--- src/rtl/mtk_pkg.sv ---
`default_nettype none
// ----------------------------------------------------------------------------
// mtk_pkg: shared types, constants and symbol tables
// Event codes, key codes, reset values and the multi-tap letter ranges used
// by the keypad text entry block.
// ----------------------------------------------------------------------------
package mtk_pkg;

  // Defaults and reset values
  localparam int unsigned BUFFER_DEPTH_DEF = 10;
  localparam logic [3:0]  MAX_CHARS_RST    = 4'd10;
  localparam logic [15:0] TIMEOUT_RST      = 16'd10000;
  localparam logic [3:0]  ROW0_CHARS       = 4'd10;
  localparam logic [15:0] TICK_SAT         = 16'hFFFF;

  // Event codes
  localparam logic [2:0] FN_TICK    = 3'd0;
  localparam logic [2:0] FN_PRESS   = 3'd1;
  localparam logic [2:0] FN_RELEASE = 3'd2;
  localparam logic [2:0] FN_START   = 3'd3;
  localparam logic [2:0] FN_READ    = 3'd4;

  // Key codes
  localparam logic [3:0] KEY_DIGIT_MAX = 4'd9;
  localparam logic [3:0] KEY_STAR      = 4'd10;
  localparam logic [3:0] KEY_HASH      = 4'd11;
  localparam logic [3:0] KEY_NONE      = 4'd15;

  // Configuration register indices
  localparam logic [1:0] CFG_MAX_CHARS = 2'd0;
  localparam logic [1:0] CFG_TIMEOUT   = 2'd1;

  // ASCII digit zero
  localparam logic [6:0] ZERO_CODE = 7'h30;

  // One input item
  typedef struct packed {
    logic [2:0] func;
    logic [3:0] key;
    logic [3:0] read_index;
  } item_t;

  // One result item
  typedef struct packed {
    logic       char_written;
    logic [3:0] char_index;
    logic [6:0] char_code;
    logic       display_row;
    logic       active;
    logic       finished;
    logic [3:0] char_count;
    logic [6:0] read_data;
  } result_t;

  // Buffer write request
  typedef struct packed {
    logic       en;
    logic [3:0] addr;
    logic [6:0] data;
  } buf_wr_t;

  // First symbol of a digit key
  function automatic logic [6:0] first_sym(input logic [3:0] k);
    logic [6:0] s;
    case (k)
      4'd0:    s = 7'h20;
      4'd1:    s = 7'h31;
      4'd2:    s = 7'h41;
      4'd3:    s = 7'h44;
      4'd4:    s = 7'h47;
      4'd5:    s = 7'h4A;
      4'd6:    s = 7'h4D;
      4'd7:    s = 7'h50;
      4'd8:    s = 7'h54;
      4'd9:    s = 7'h57;
      default: s = 7'h00;
    endcase
    return s;
  endfunction

  // Last letter of a digit key; key 1 has no letters
  function automatic logic [6:0] last_sym(input logic [3:0] k);
    logic [6:0] s;
    case (k)
      4'd0:    s = 7'h20;
      4'd2:    s = 7'h43;
      4'd3:    s = 7'h46;
      4'd4:    s = 7'h49;
      4'd5:    s = 7'h4C;
      4'd6:    s = 7'h4F;
      4'd7:    s = 7'h53;
      4'd8:    s = 7'h56;
      4'd9:    s = 7'h5A;
      default: s = 7'h00;
    endcase
    return s;
  endfunction

endpackage
`default_nettype wire

--- src/rtl/mtk_text_buf.sv ---
`default_nettype none
// ----------------------------------------------------------------------------
// mtk_text_buf: generic RAM
// One write port and one read port with registered read data; the read data
// holds while the read enable is low.
// ----------------------------------------------------------------------------
module mtk_text_buf #(
  parameter int unsigned WIDTH  = 8,
  parameter int unsigned DEPTH  = 16,
  parameter int unsigned ADDR_W = 4
) (
  input  wire logic              clk,
  input  wire logic              we,
  input  wire logic [ADDR_W-1:0] waddr,
  input  wire logic [WIDTH-1:0]  wdata,
  input  wire logic              re,
  input  wire logic [ADDR_W-1:0] raddr,
  output logic      [WIDTH-1:0]  rdata
);

  logic [WIDTH-1:0] mem [DEPTH];

  // Write port; callers only request in-range positions
  always_ff @(posedge clk) begin
    if (we) begin
      mem[waddr] <= wdata;
    end
  end

  // Registered read port, old data on a same-edge write
  always_ff @(posedge clk) begin
    if (re) begin
      rdata <= mem[raddr];
    end
  end

endmodule
`default_nettype wire

--- src/rtl/mtk_engine.sv ---
`default_nettype none
// ----------------------------------------------------------------------------
// mtk_engine: entry state and per-event update
// Holds the entry phase, character count, last key, tap step and tick
// counter, and works out the result of one event in a single pass.
// ----------------------------------------------------------------------------
module mtk_engine
  import mtk_pkg::*;
#(
  parameter int unsigned DEPTH = BUFFER_DEPTH_DEF
) (
  input  wire logic        clk,
  input  wire logic        rst,
  input  wire logic        fire,
  input  wire item_t       item,
  input  wire logic [3:0]  max_chars,
  input  wire logic [15:0] timeout_ticks,
  input  wire logic [6:0]  rd_data,
  output buf_wr_t          wr,
  output result_t          result
);

  typedef enum logic [1:0] {
    PH_IDLE,
    PH_WAIT,
    PH_HELD
  } phase_t;

  phase_t      phase, phase_next;
  logic [3:0]  count, count_next;
  logic [3:0]  last_key, last_key_next;
  logic [2:0]  press_step, press_step_next;
  logic [15:0] tick_count, tick_count_next;

  logic [3:0]  eff_max;
  logic [15:0] tick_inc;
  logic [3:0]  ek_key;
  logic [15:0] ek_tick;
  logic        new_char;
  logic [4:0]  count_inc;
  logic [2:0]  step;
  logic [6:0]  f_sym, l_sym;
  logic [7:0]  sym_sum;
  logic        wrap;
  logic [6:0]  code;
  logic [2:0]  step_after;
  logic [4:0]  pos;
  logic        in_buf;
  logic        written, fin;
  logic [6:0]  rdata;

  // Effective maximum and saturating tick
  assign eff_max  = ({2'b00, max_chars} > 6'(DEPTH)) ? 4'(DEPTH) : max_chars;
  assign tick_inc = (tick_count != TICK_SAT) ? tick_count + 16'd1 : tick_count;

  // Symbol placement shared by presses and the full-buffer timeout
  assign ek_key     = (item.func == FN_TICK) ? last_key : item.key;
  assign ek_tick    = (item.func == FN_TICK) ? tick_inc : tick_count;
  assign new_char   = (ek_key != last_key) || (ek_tick > timeout_ticks);
  assign count_inc  = {1'b0, count} + {4'd0, new_char};
  assign step       = new_char ? 3'd0 : press_step;
  assign f_sym      = first_sym(ek_key);
  assign l_sym      = last_sym(ek_key);
  assign sym_sum    = {1'b0, f_sym} + {5'd0, step};
  assign wrap       = sym_sum > {1'b0, l_sym};
  assign code       = wrap ? ZERO_CODE + {3'd0, ek_key} : sym_sum[6:0];
  assign step_after = wrap ? 3'd0 : step + 3'd1;
  assign pos        = (count_inc == 5'd0) ? 5'd0 : count_inc - 5'd1;
  assign in_buf     = {1'b0, pos} < 6'(DEPTH);

  // Event decode
  always_comb begin
    phase_next      = phase;
    count_next      = count;
    last_key_next   = last_key;
    press_step_next = press_step;
    tick_count_next = tick_count;
    written         = 1'b0;
    fin             = 1'b0;
    rdata           = '0;
    unique case (item.func)
      FN_TICK: begin
        tick_count_next = tick_inc;
        if (phase == PH_WAIT && tick_inc > timeout_ticks && count == eff_max) begin
          if (last_key <= KEY_DIGIT_MAX) begin
            tick_count_next = '0;
            press_step_next = step_after;
            written         = in_buf;
          end
          phase_next = PH_IDLE;
          fin        = 1'b1;
        end
      end
      FN_PRESS: begin
        if (phase == PH_WAIT) begin
          if (item.key == KEY_STAR || item.key == KEY_HASH) begin
            phase_next = PH_IDLE;
            fin        = 1'b1;
          end else if (item.key <= KEY_DIGIT_MAX) begin
            last_key_next   = item.key;
            tick_count_next = '0;
            press_step_next = step_after;
            written         = in_buf;
            if (count_inc > {1'b0, eff_max}) begin
              count_next = 4'(count_inc - 5'd1);
              phase_next = PH_IDLE;
              fin        = 1'b1;
            end else begin
              count_next = count_inc[3:0];
              phase_next = PH_HELD;
            end
          end
        end
      end
      FN_RELEASE: begin
        if (phase == PH_HELD) begin
          phase_next = PH_WAIT;
        end
      end
      FN_START: begin
        count_next    = '0;
        last_key_next = KEY_NONE;
        phase_next    = PH_WAIT;
      end
      FN_READ: begin
        rdata = rd_data;
      end
      default: begin
      end
    endcase
  end

  // Buffer write and result
  assign wr.en   = fire && written;
  assign wr.addr = pos[3:0];
  assign wr.data = code;

  assign result.char_written = written;
  assign result.char_index   = written ? pos[3:0] : 4'd0;
  assign result.char_code    = written ? code : 7'd0;
  assign result.display_row  = (max_chars != ROW0_CHARS);
  assign result.active       = (phase_next != PH_IDLE);
  assign result.finished     = fin;
  assign result.char_count   = count_next;
  assign result.read_data    = rdata;

  // State registers
  always_ff @(posedge clk) begin
    if (rst) begin
      phase      <= PH_IDLE;
      count      <= '0;
      last_key   <= KEY_NONE;
      press_step <= '0;
      tick_count <= '0;
    end else if (fire) begin
      phase      <= phase_next;
      count      <= count_next;
      last_key   <= last_key_next;
      press_step <= press_step_next;
      tick_count <= tick_count_next;
    end
  end

endmodule
`default_nettype wire

--- src/rtl/multi_tap_keypad_text_entry.sv ---
`default_nettype none
// ----------------------------------------------------------------------------
// multi_tap_keypad_text_entry: multi-tap keypad text entry
// Top level: configuration registers, input register, engine and buffer,
// result register.
// ----------------------------------------------------------------------------
// Each event transfer (tick, press, release, start, read) yields exactly one
// result. The block takes one event per cycle while the output side is ready.
// An event is held in the input register while the engine updates the entry
// state and the character buffer in one pass, and the result register loads
// when it is free, so the result is offered once it has passed the input
// register and the result register. The buffer read port is loaded at the
// event transfer itself, with a bypass for a character written at that same
// edge. While a result waits to be taken the input register still takes one
// event and then holds it; throughput is one event per clock whenever the
// output side is ready. The buffer needs no clearing after reset; a read of a
// position never written since reset returns an unspecified code. Configuration
// writes take effect at once and are meant to be made while the block is idle.
// ----------------------------------------------------------------------------
module multi_tap_keypad_text_entry
  import mtk_pkg::*;
#(
  parameter int unsigned BUFFER_DEPTH = BUFFER_DEPTH_DEF
) (
  input  wire logic        clk,
  input  wire logic        rst,
  // configuration
  input  wire logic        cfg_we,
  input  wire logic [1:0]  cfg_index,
  input  wire logic [15:0] cfg_data,
  // event channel
  input  wire logic        in_valid,
  output logic             in_ready,
  input  wire logic [2:0]  func,
  input  wire logic [3:0]  key,
  input  wire logic [3:0]  read_index,
  // result channel
  output logic             out_valid,
  input  wire logic        out_ready,
  output logic             char_written,
  output logic      [3:0]  char_index,
  output logic      [6:0]  char_code,
  output logic             display_row,
  output logic             active,
  output logic             finished,
  output logic      [3:0]  char_count,
  output logic      [6:0]  read_data
);

  localparam int unsigned ADDR_W = (BUFFER_DEPTH > 1) ? $clog2(BUFFER_DEPTH) : 1;

  logic [3:0]  max_chars;
  logic [15:0] timeout_ticks;
  logic        in_full;
  item_t       item_q;
  logic        advance;
  logic        in_take;
  logic        idx_ok;
  logic        rd_en;
  logic        rd_in_range;
  logic        byp_hit;
  logic [6:0]  byp_data;
  logic [6:0]  ram_q;
  buf_wr_t     wr;
  logic [6:0]  rd_data;
  result_t     result;
  result_t     res_q;

  // Configuration registers
  always_ff @(posedge clk) begin
    if (rst) begin
      max_chars     <= MAX_CHARS_RST;
      timeout_ticks <= TIMEOUT_RST;
    end else if (cfg_we) begin
      case (cfg_index)
        CFG_MAX_CHARS: max_chars     <= cfg_data[3:0];
        CFG_TIMEOUT:   timeout_ticks <= cfg_data;
        default: ;
      endcase
    end
  end

  // Handshake: the engine advances when the result register is free
  assign advance  = in_full && (!out_valid || out_ready);
  assign in_ready = !in_full || advance;
  assign in_take  = in_valid && in_ready;

  // Input register
  always_ff @(posedge clk) begin
    if (rst) begin
      in_full <= 1'b0;
    end else if (in_ready) begin
      in_full <= in_valid;
    end
  end

  // Buffer read is started at the transfer; same-edge write is bypassed
  assign idx_ok = {2'b00, read_index} < 6'(BUFFER_DEPTH);
  assign rd_en  = in_take && idx_ok;

  always_ff @(posedge clk) begin
    if (in_take) begin
      item_q.func       <= func;
      item_q.key        <= key;
      item_q.read_index <= read_index;
      rd_in_range       <= idx_ok;
      byp_hit           <= wr.en && (wr.addr == read_index);
      byp_data          <= wr.data;
    end
  end

  assign rd_data = !rd_in_range ? '0 : (byp_hit ? byp_data : ram_q);

  mtk_engine #(
    .DEPTH(BUFFER_DEPTH)
  ) u_engine (
    .clk          (clk),
    .rst          (rst),
    .fire         (advance),
    .item         (item_q),
    .max_chars    (max_chars),
    .timeout_ticks(timeout_ticks),
    .rd_data      (rd_data),
    .wr           (wr),
    .result       (result)
  );

  mtk_text_buf #(
    .WIDTH (7),
    .DEPTH (BUFFER_DEPTH),
    .ADDR_W(ADDR_W)
  ) u_text_buf (
    .clk  (clk),
    .we   (wr.en),
    .waddr(ADDR_W'(wr.addr)),
    .wdata(wr.data),
    .re   (rd_en),
    .raddr(ADDR_W'(read_index)),
    .rdata(ram_q)
  );

  // Result register
  always_ff @(posedge clk) begin
    if (rst) begin
      out_valid <= 1'b0;
    end else if (advance) begin
      out_valid <= 1'b1;
    end else if (out_ready) begin
      out_valid <= 1'b0;
    end
  end

  always_ff @(posedge clk) begin
    if (advance) begin
      res_q <= result;
    end
  end

  assign char_written = res_q.char_written;
  assign char_index   = res_q.char_index;
  assign char_code    = res_q.char_code;
  assign display_row  = res_q.display_row;
  assign active       = res_q.active;
  assign finished     = res_q.finished;
  assign char_count   = res_q.char_count;
  assign read_data    = res_q.read_data;

endmodule
`default_nettype wire

--- config.mk ---
export PLATFORM = sky130hd
export DESIGN_NAME = multi_tap_keypad_text_entry
export DESIGN_NICKNAME = d
export VERILOG_FILES = /design/src/rtl/mtk_pkg.sv /design/src/rtl/mtk_text_buf.sv /design/src/rtl/mtk_engine.sv /design/src/rtl/multi_tap_keypad_text_entry.sv
export SDC_FILE = /design/constraint.sdc
export NUM_CORES = 1
export LEC_CHECK = 0
export ABC_CLOCK_PERIOD_IN_PS = 14140
export BUFFER_PORTS_ARGS = -buffer_cell sky130_fd_sc_hd__buf_2
export CAP_MARGIN = 20
export CORE_MARGIN = 3
export CORE_UTILIZATION = 49
export DETAILED_ROUTE_END_ITERATION = 8
export GPL_TIMING_DRIVEN = 0
export PLACE_DENSITY = 0.67
export SYNTH_ARGS = -nofsm -noshare
export SYNTH_HDL_FRONTEND = slang
export SYNTH_SLANG_ARGS = --single-unit
--- constraint.sdc ---
create_clock -name clk -period 14.14 [get_ports clk]
set_input_delay 1.414 -clock clk [delete_from_list [all_inputs] [get_ports clk]]
set_output_delay 1.414 -clock clk [all_outputs]
set_load 0.05 [all_outputs]
## Word-level counts from Yosys, hierarchy flattened

Memory sizes are Yosys's and may differ from the RTL's. A register that Yosys moved wholly into a read port is not among the register bits.
Cells that the tools add are included.

- Register bits: 93
- RAM bits: 70
- Bits of input ports: 34
- Memory bits (read-only): 224
- Output and inout port bits: 28
- Memories kept: 3
- Word-level logic and storage cells: 138

- Add/sub/neg operators: 6
- Mux-type cells: 53
- Equality and inequality tests: 19
- Reductions and logical operators: 26
- Order comparisons: 9

Memory list:

| name | words | bits a word | read ports | clocked after Yosys merged registers in | wr ports | RTL line | text |
|---|---|---|---|---|---|---|---|
| (no name shown) | 16 | 7 | 1 | 0 | 0 | mtk_pkg.sv:84 | `case (k)` |
| (no name shown) | 16 | 7 | 1 | 0 | 0 | mtk_pkg.sv:65 | `case (k)` |
| u_text_buf.mem | 10 | 7 | 1 | 1 | 1 | mtk_text_buf.sv:21 | `logic [WIDTH-1:0] mem [DEPTH];` |

Operator list:

| kind | number |
|---|---|
| 16-bit two-way mux | 7 |
| 4-bit two-way mux | 9 |
| 16-bit greater-than comparator | 2 |
| 16-bit case mux with 2 select lines | 1 |
| 3-bit two-way mux | 7 |
| 16-bit by 1-bit adder with 16-bit output, second input constant | 1 |
| 16-bit inequality test, second input constant | 1 |
| 4-bit case mux with 2 select lines | 2 |
| 1-bit two-way mux | 14 |
| 7-bit two-way mux | 2 |
| 2-bit two-way mux | 6 |
| 5-bit AND reduction | 2 |
| 7-bit by 3-bit adder with 8-bit output | 1 |
| 4-bit equality test | 2 |
| 4-bit equality test, second input constant | 2 |
| 8-bit by 7-bit greater-than comparator with 1-bit output | 1 |
| 4-bit <= comparator, second input constant | 2 |
| 2-bit case mux with 4 select lines | 1 |
| 2-bit nonzero test | 4 |
| 6-bit by 4-bit adder with 7-bit output, first input constant | 1 |
| 1-bit logical AND | 7 |
| 7-bit AND reduction | 1 |
| 3-bit by 2-bit equality test with 1-bit output, second input constant | 2 |
| 2-bit inequality test, second input constant | 3 |
| other kinds (23) | 32 |

## Depth between registers and ports, before layout

Gate-level depths: netlist of run 1.

- Depth after elaboration: 16
- Gate-level depth with buffers: 32

## Cells and area by module

Synthesis of run 1 repeated with hierarchy kept, for this count alone.

- Cells, all modules: 896
- Area, all modules: 9,615.5 µm²

Modules (own cells, without submodules):

| module | instances | cells an instance | area each (µm²) | sequential area each (µm²) |
|---|---|---|---|---|
| mtk_engine | 1 | 568 | 4,141.5 | 580.6 |
| mtk_text_buf | 1 | 165 | 3,062.9 | 2,312.2 |
| multi_tap_keypad_text_entry | 1 | 163 | 2,411.1 | 1,821.7 |

## Worst setup path after synthesis of run 1

No wires, ideal clock.

- Path type: reg2reg
- From: register u_engine.tick_count[0]
- To: register res_q, in the netlist char_code[0] (data pin)
- Period minus slack after synthesis: 6.104 ns
- Setup slack: 8.036 ns
- Data arrival time: 5.962 ns
- Path buffers: 0
- Stages on the path, launching flop included: 27
- Library setup time: 0.142 ns
- Cell sequence: dfxtp_1 ha_1 nand3_1 nor4b_4 nor2_2 nand2_1 nor2_1 xor2_1 ha_1 nand4_1 nor4_1 nor2_1 a211oi_1 and2_1 ha_1 inv_1 fa_1 inv_1 ha_1 nor2b_1 o21ai_0 nand2b_1 a21oi_1 o21ai_0 o221ai_2 mux2i_1 nor2b_1

- Elaborated cells between the ends (all ways): 24
- Those cells by class: add/sub: 4; order compare: 4; eq/ne: 1; mux: 11; reduce/logical: 4

RTL lines:

| element | RTL line | text |
|---|---|---|
| start, declared | mtk_engine.sv:33 | `logic [15:0] tick_count, tick_count_next;` |
| start signal, assigned | mtk_engine.sv:160 | `tick_count <= tick_count_next;` |
| 16-bit by 1-bit adder with 16-bit output or 16-bit inequality test (tied branches) | mtk_engine.sv:54 | `assign tick_inc = (tick_count != TICK_SAT) ? tick_count + 16'd1 : tick_count;` |
| 16-bit two-way mux | mtk_engine.sv:54 |  |
| 16-bit two-way mux (*) | mtk_engine.sv:58 | `assign ek_tick = (item.func == FN_TICK) ? tick_inc : tick_count;` |
| 16-bit greater-than comparator (*) | mtk_engine.sv:59 | `assign new_char = (ek_key != last_key) \|\| (ek_tick > timeout_ticks);` |
| 1-bit logical OR (*) | mtk_engine.sv:59 |  |
| 3-bit two-way mux (*) | mtk_engine.sv:61 | `assign step = new_char ? 3'd0 : press_step;` |
| 7-bit by 3-bit adder with 8-bit output (*) | mtk_engine.sv:64 | `assign sym_sum = {1'b0, f_sym} + {5'd0, step};` |
| 8-bit by 7-bit greater-than comparator with 1-bit output | mtk_engine.sv:65 | `assign wrap = sym_sum > {1'b0, l_sym};` |
| 7-bit two-way mux (*) | mtk_engine.sv:66 | `assign code = wrap ? ZERO_CODE + {3'd0, ek_key} : sym_sum[6:0];` |
| via u_engine.code[0] | mtk_engine.sv:45 | `logic [6:0] code;` |
| end signal, assigned | multi_tap_keypad_text_entry.sv:155 | `res_q <= result;` |
| end, declared | multi_tap_keypad_text_entry.sv:67 | `result_t res_q;` |

Mark *: on every way through the listed nets, which the timed path passes. The rest lies on a longest branch.
A chain may end at the register's enable or synchronous reset.

## Final worst setup path of run 1

- From: register u_engine.tick_count[0]
- To: memory u_text_buf.mem[1][4] (enable)

- Longest elaborated chain between the ends: 16
- Elaborated cells between the ends (all ways): 23
- Those cells by class: add/sub: 3; order compare: 3; eq/ne: 1; mux: 11; reduce/logical: 5

RTL lines:

| element | RTL line | text |
|---|---|---|
| 16-bit by 1-bit adder with 16-bit output or 16-bit inequality test (tied branches) | mtk_engine.sv:54 |  |
| 16-bit two-way mux | mtk_engine.sv:54 |  |
| 16-bit two-way mux | mtk_engine.sv:58 |  |
| 16-bit greater-than comparator | mtk_engine.sv:59 |  |
| 1-bit logical OR | mtk_engine.sv:59 |  |
| 4-bit by 1-bit adder with 5-bit output | mtk_engine.sv:60 | `assign count_inc = {1'b0, count} + {4'd0, new_char};` |
| 5-bit by 1-bit subtractor with 5-bit output or 5-bit logical NOT (tied branches) | mtk_engine.sv:68 | `assign pos = (count_inc == 5'd0) ? 5'd0 : count_inc - 5'd1;` |
| 5-bit two-way mux | mtk_engine.sv:68 |  |
| 5-bit by 4-bit less-than comparator with 1-bit output | mtk_engine.sv:69 | `assign in_buf = {1'b0, pos} < 6'(DEPTH);` |
| 1-bit two-way mux | mtk_engine.sv:99 | `end else if (item.key <= KEY_DIGIT_MAX) begin` |
| 1-bit two-way mux | mtk_engine.sv:96 | `if (item.key == KEY_STAR \|\| item.key == KEY_HASH) begin` |
| 1-bit two-way mux | mtk_engine.sv:95 | `if (phase == PH_WAIT) begin` |
| 1-bit case mux with 2 select lines | mtk_engine.sv:81 | `unique case (item.func)` |
| 1-bit logical AND | mtk_engine.sv:134 | `assign wr.en = fire && written;` |
| 1-bit two-way mux | mtk_text_buf.sv:25 | `if (we) begin` |
| 1-bit two-way mux (implied by the code) | mtk_text_buf.sv:26 | `mem[waddr] <= wdata;` |
| end, declared | mtk_text_buf.sv:21 |  |

Parallel ways exist; a longest one is shown, timed or not.

==> qor.csv, run 1 <==
metric;value;unit
via/cell ratio;5.66;
EDFF count, synth;119;
Worst Path Arrival;7.80;ns
CP Cell Sequence;ha_1, nand3_1, nor4b_4, mux2i_1, o21ai_0, ha_1, nor2b_1, o211ai_1, a2111o_1, a21oi_1, a211oi_1, inv_1, ha_1, clkbuf_1, inv_1, ha_1, or3b_2, nand2_1, o221ai_1, buf_2, nor3_1;
kind of critical path;reg2reg;
number of global-route vias before repair;6557;
Fill cells;1568;
Main synth FF type;edfxtp_1;
Syn Inst Count;883;
DRT Wirelength;20500;microns
Setup Skew;0.0106;ns
max-slew violation count;0;
CTS max path bufs;2;
# IOs;62;
Rel. slew slack;0.299;
Die X;144;microns
clk_lat worst skew;0.43;ns
CP max stage cell;nor3_1;
Fin Setup TNS;0;ns
die height;144;microns
Hold Vio Cnt, Final;0;
pwr/cell area;108;nW/um^2
Max-Cap Viols;0;
layout cells sized above 1;0.142;
Antenna diodes;0;
drt wl/cell;17.0;microns
reg2reg path depth;21;
CTS tree;yes;
synth warn;0;
Post-Syn Nets;975;
Setup crit start;u_engine.tick_count[0];
first-pass GRT wire length;33500;microns
Routed Antenna Nets;0;
Avg Cell Area, Syn;10.6;sq um
Initial Util;0.511;
drt pass-1 iters;6;
vias;6805;
CTS buffer count;17;
Buf/Inv on CP;4;
critical path depth in cells;21;
gpl congestion;0.916;
initial antenna violation count;0;
clk root buf;clkbuf_16;
leading area contributor after synthesis;edfxtp_1;
Area contributors post-synth;edfxtp_1, dfxtp_1, ha_1;
worst slew pin tran;1.04;ns
Netlist cell types;77;
unrepaired setup endpoints after global routing;no;
core area;18400;sq um
Max H-tree Level;4;
All-Layer GR Usage;0.205;
Startpoint Class;flop;
crit path max fanout;10;
post-CTS setup buffer count;0;
largest net degree at the start of global routing;36;
Worst Setup End Kind;flop;
Layout Nets;1054;
# hold bufs at CTS;0;
Async S/R FF share, synth;0;
Mapped Area;9390;sq um
Die Footprint;20900;sq um
initial drt markers;479;
grt total ovfl;0;
Leakage Power;4.11;nW
Worst EP required;14.18;ns
slowest stage delay, CP;0.87;ns
Worst Min Path Start;timeout_ticks[12];
Total Power;1.14;mW
VDD IR max;91.5;uV
sequential share of the synthesized area;0.489;
share of the synthesized area in the top cell type;0.381;
Final setup viols;0;
#FFs+latches synth;170;
clk slew on worst S/H paths;0.06;ns
hold depth;2;
CP delay by family, top;simple AND/OR/NAND/NOR gates;
crit share post-route;0.548;
WHS;0.463;ns
worst reg2reg path startpoint;u_engine.tick_count[0];
hold crit path type;reg2reg;
detailed placement HPWL;15600;microns
Post-CTS Resized;0;
cell mode on critical path;ha_1;
DRC;0;
Port Buffer Count;57;
minimum clock period;7.76;ns
outcome;completed;
synthesis-to-finish area growth;12.2;%
Fmax;0.129;GHz
clock sink count;170;
Core Rows;49;
[routing by layer]
layer	vias to the layer above	wire, microns	track usage
li1	3369	-	-
met1	3216	9950	0.291
met2	186	9100	0.316
met3	34	1010	0.0407
met4	0	414	0.0692
met5	-	0	0
[area by class of cell]
class | instances | area, sq um | area share
flip-flops and latches | 170 | 4590 | 0.436
multi-input cells | 628 | 4430 | 0.420
clock buffers | 20 | 437 | 0.0414
well taps | 229 | 287 | 0.0272
clock inverters | 11 | 114 | 0.0108
plain buffers | 45 | 216 | 0.0205
inverters | 40 | 150 | 0.0143
repair buffers | 60 | 308 | 0.0292
[path summary, 6_finish.rpt]
path	to	slack, ns
setup / recovery	u_text_buf.mem[1][4]	6.38
hold / removal	timeout_ticks[12]	0.46
setup reg to reg	u_text_buf.mem[1][4]	6.38
hold reg to reg	timeout_ticks[12]	0.46
[cell usage in the layout, fill, tap and decap left out, types with 13 or more instances in the layout]
cell type	n
nand3_1	27
edfxtp_1	119
xor2_1	15
mux2i_1	27
nor2b_1	19
nor2_1	63
clkbuf_16	17
ha_1	57
inv_1	40
nand2b_1	13
dfxtp_1	51
mux4_2	14
buf_2	63
nand4_1	16
clkbuf_1	29
xnor2_1	27
a21oi_1	67
nor3_1	22
nand2_1	99
o21ai_0	28
[metrics by stage]
stage	area (sq um)	std cells	worst slack (ns)	utilization
2_1_floorplan	9390	883	8.04	-
3_3_place_gp	9960	1169	6.47	0.542
3_5_place_dp	9960	1169	6.45	0.542
4_1_cts	10500	1200	6.38	0.572
5_1_grt	10500	1203	5.85	0.573
6_report	10500	1203	6.38	0.573
[synthesized netlist by cell type, types with 7 or more instances]
library cell	count
a211o_1	8
a21o_1	10
xnor2_1	27
edfxtp_1	119
nor2b_1	19
mux2i_1	27
xor2_1	15
and2_1	7
clkbuf_1	27
mux4_2	14
a211oi_1	10
nand3_1	27
nand4_1	16
a21oi_1	67
dfxtp_1	51
ha_1	57
nor2_1	63
nor3_1	22
nand3b_1	9
inv_1	40
nand2_1	99
o21ai_0	28
nand2b_1	13
a22oi_1	7
[worst register-to-register path, cell delays in order, from the launching register on]
cell and delay, ns:
dfxtp_1 0.46, ha_1 0.23, nand3_1 0.36, nor4b_4 0.77, mux2i_1 0.40, o21ai_0 0.15, ha_1 0.31, nor2b_1 0.13
o211ai_1 0.24, a2111o_1 0.19, a21oi_1 0.06, a211oi_1 0.68, inv_1 0.19, ha_1 0.35, clkbuf_1 0.20, inv_1 0.19
ha_1 0.28, or3b_2 0.54, nand2_1 0.17, o221ai_1 0.30, buf_2 0.31, nor3_1 0.87
[cells by family (layout without fill, tap and decap cells)]
kind of cell / Yosys count / in the layout / synth area share
AO/OA/AOI/OAI: 174 / 174 / 0.119
XOR/XNOR: 43 / 43 / 0.0421
adder cells (fa/ha/maj): 59 / 59 / 0.0793
buffers and inverters: 85 / 176 / 0.0389
flip-flops: 170 / 170 / 0.489
multiplexers: 42 / 42 / 0.0640
other: 1 / 1 / 0.000399
AND/OR/NAND/NOR: 309 / 309 / 0.167
[registers in the layout (all words and copies together), names as in the netlist, 2 cells and up]
register             count
char_count               4
read_data                7
u_text_buf.rdata         7
u_text_buf.mem          70
u_engine.last_key        4
char_index               4
byp_data                 7
max_chars                4
char_code                7
u_engine.tick_count     16
timeout_ticks           16
u_engine.phase           2
u_engine.count           4
u_engine.press_step      3
item_q                   7
[where the power goes]
part           internal, mW  leakage, nW  switching (mW)
sequential            0.561         1.52         0.00584
clock                 0.245        0.269           0.195
combinational        0.0428         2.32          0.0899
(Power assumes the default switching activity.)
==> inputs of run 2 (changes only) <==
--- a/config.mk
+++ b/config.mk
@@ -5,14 +5,14 @@
 export SDC_FILE = /design/constraint.sdc
 export NUM_CORES = 1
 export LEC_CHECK = 0
-export ABC_CLOCK_PERIOD_IN_PS = 14140
+export ABC_CLOCK_PERIOD_IN_PS = 7000
 export BUFFER_PORTS_ARGS = -buffer_cell sky130_fd_sc_hd__buf_2
 export CAP_MARGIN = 20
 export CORE_MARGIN = 3
 export CORE_UTILIZATION = 49
 export DETAILED_ROUTE_END_ITERATION = 8
 export GPL_TIMING_DRIVEN = 0
-export PLACE_DENSITY = 0.67
+export PLACE_DENSITY = 0.69
 export SYNTH_ARGS = -nofsm -noshare
 export SYNTH_HDL_FRONTEND = slang
 export SYNTH_SLANG_ARGS = --single-unit
==> constraint.sdc (replaced) <==
create_clock -name clk -period 7 [get_ports clk]
set_input_delay 0.7 -clock clk [delete_from_list [all_inputs] [get_ports clk]]
set_output_delay 0.7 -clock clk [all_outputs]
set_load 0.05 [all_outputs]
==> run 2 against run 1 <==
  * Highest routed layer unchanged
  * First-iteration DRC count shrank 0.84%
  * Register-to-register slack lost 5.9 ns
  * Power grew 110%
  * Utilization grew 2.0 points
  * Final cell count grew 0.58%
  * Clock-buffer cell count shrank 3
  * Die area is the same
  * Clock power grew 120%
  * Global-route usage grew 0.70 points
==> qor.csv, run 2 (synthesis results as in run 1) <==
metric;value;unit;change
first-pass GRT wire length;34500;microns;+3.0%
unrepaired setup endpoints after global routing;no;;
Worst EP required;7.18;ns;-7.00 ns
CTS buffer count;17;;unchanged
drt wl/cell;17.8;microns;+4.4%
Clock power frac;0.404;;+0.018
placed cell areas;9960;sq um;unchanged
Layout Nets;1060;;+0.57%
busiest grt layer;met2;;
internal power;1.73;mW;+100%
synthesis-to-finish area growth;16.1;%;
Routed Antenna Nets;0;;unchanged
Initial Util;0.511;;unchanged
combinational share of power;0.122;;+0.006
Leakage Power;4.31;nW;+4.8%
die height;144;microns;unchanged
Die X;144;microns;unchanged
CTS tree;yes;;
Setup Skew;0.0179;ns;+0.00723 ns
layout cells sized above 1;0.175;;+0.0336
worst slew pin tran;1.01;ns;-0.0302 ns
Startpoint Class;flop;;
Sw Ratio;0.284;;+0.0290
# hold bufs at CTS;0;;unchanged
DRT Wirelength;21500;microns;+5.0%
drt pass-1 iters;7;;+1
largest registers;u_text_buf.mem x70, timeout_ticks x16, u_engine.tick_count x16;;
pwr/cell area;221;nW/um^2;+100%
minimum clock period;6.50;ns;-1.25 ns
detailed placement HPWL;16100;microns;+3.3%
grt total ovfl;0;;unchanged
vias;6961;;+2.3%
post-route cell area;10900;sq um;+3.4%
Total Power;2.41;mW;+110%
commonest non-fill, non-tap cell in the layout;edfxtp_1;;
via/cell ratio;5.75;;+1.7%
Port Buffer Count;57;;unchanged
Final setup viols;0;;unchanged
kind of critical path;reg2reg;;
Biggest register;u_text_buf.mem;;
DRC;0;;unchanged
outcome;completed;;
Antenna diodes;0;;unchanged
Hold Vio Cnt, Final;0;;unchanged
clk root buf;clkbuf_16;;
Fill cells;1531;;-2.4%
Die Footprint;20900;sq um;unchanged
CTS max path bufs;2;;unchanged
Rel. slew slack;0.318;;+0.0183
met2 global-route usage;0.333;;+0.0166
Max-Cap Viols;0;;unchanged
Fmax;0.154;GHz;+19%
M1 GR Usage;0.304;;+0.0130
crit share post-route;0.929;;+0.380
gpl congestion;0.863;;-5.8%
hold crit path type;in2reg;;
largest net degree at the start of global routing;36;;unchanged
initial drt markers;475;;-0.84%
initial antenna violation count;0;;unchanged
clock sink count;170;;unchanged
grt met3 use;0.0417;;+0.000992
clk slew on worst S/H paths;0.08;ns;+0.02 ns
max reg flops;70;;unchanged
clk_lat worst skew;0.44;ns;about the same
number of global-route vias before repair;6651;;+1.4%
Core Rows;49;;unchanged
Flop pwr share;0.474;;-0.023
VDD IR max;169;uV;+85%
max-slew violation count;0;;unchanged
commonest cells after routing, fill and taps aside;edfxtp_1, nand2_1, a21oi_1;;
Max H-tree Level;4;;unchanged
Psw;686;uW;+140%
crit path max fanout;12;;+2
All-Layer GR Usage;0.212;;+0.00699
core area;18400;sq um;unchanged
Worst Path Arrival;6.68;ns;-1.12 ns
# IOs;62;;unchanged
Worst Setup End Kind;flop;;
## run 2: cell count changes in the layout (fill, tap and decap cells not counted), moves of 3 or more
cell / change
buf_12: +3
clkbuf_4: -3
inv_8: +3
clkinv_8: +3
inv_12: +4
nor3_4: +8
nor3_1: -8
buf_4: +6
clkbuf_1: -3
## run 2: repair_timing
item	CTS	global route
setup buffers	3	6
cloned	0	0
gates resized for setup	16	23
pin swaps	1	10
setup endpoints to repair	155	166
## run 2: worst paths after layout
path | from | end | slack (ns) | cells past startpoint
worst max-delay path | u_engine.tick_count[0] | char_code[2] | 0.50 | 27
worst min-delay path | key[0] | item_q[4] | 0.43 | 1
worst max register to register | u_engine.tick_count[0] | char_code[2] | 0.50 | 27
worst min register to register | timeout_ticks[15] | timeout_ticks[15] | 0.46 | 2
## run 2: routing by layer
metal,up-vias,wire [microns]
met5,-,0
met4,0,220
met3,20,1060
met2,162,9980
met1,3393,10200
li1,3386,-
## run 2: layout make-up
class,count,area (sq um),area share
multi-input combinational,628,4640,0.426
inverter,40,150,0.0138
sequential,170,4590,0.422
timing repair buffer,66,390,0.0358
buffer,45,218,0.0200
tap,229,287,0.0263
clock inverter,15,196,0.0180
clock buffer,17,425,0.0390
## run 2: worst max-delay path: stages, from the launching register on
cell and delay, ns:
dfxtp_1 0.48, ha_1 0.26, nand3_2 0.23, nor4b_4 0.36, buf_4 0.19, mux2i_1 0.32
o21ai_0 0.14, ha_1 0.31, nor2b_1 0.13, o211ai_1 0.19, a2111o_1 0.16, a21oi_1 0.10
a211oi_4 0.37, and2_1 0.24, ha_1 0.18, inv_1 0.06, fa_1 0.61, inv_1 0.07
ha_1 0.30, nor2b_1 0.13, o21ai_0 0.16, nand2b_1 0.07, a21oi_1 0.13, o21ai_0 0.12
o221ai_2 0.19, buf_4 0.20, mux2_4 0.38, nor2b_1 0.16
## run 2: power by group through the flow
| stage | combinational (mW) | clock, mW | sequential [mW] |
|---|---|---|---|
| after floorplan | 0.171 | 0 | 1.18 |
| after global placement | 0.262 | 0 | 1.17 |
| after detailed placement | 0.268 | 0 | 1.17 |
| after CTS | 0.275 | 0.986 | 1.14 |
| after global routing | 0.323 | 1.03 | 1.15 |
| final | 0.293 | 0.975 | 1.14 |
## run 2: metrics by stage
stage / TNS (ns) / hold WS [ns] / cells / worst slack (ns) / utilization
global placement: -56.29 / 0.444 / 1169 / -0.662 / 0.542
detailed placement: -71.69 / 0.446 / 1169 / -0.728 / 0.542
finish: 0 / 0.435 / 1210 / 0.499 / 0.593
global route: 0 / 0.419 / 1210 / 0.00141 / 0.593
CTS: 0 / 0.423 / 1204 / 0.143 / 0.581
floorplan: 0 / 0.436 / 883 / 0.896 / -
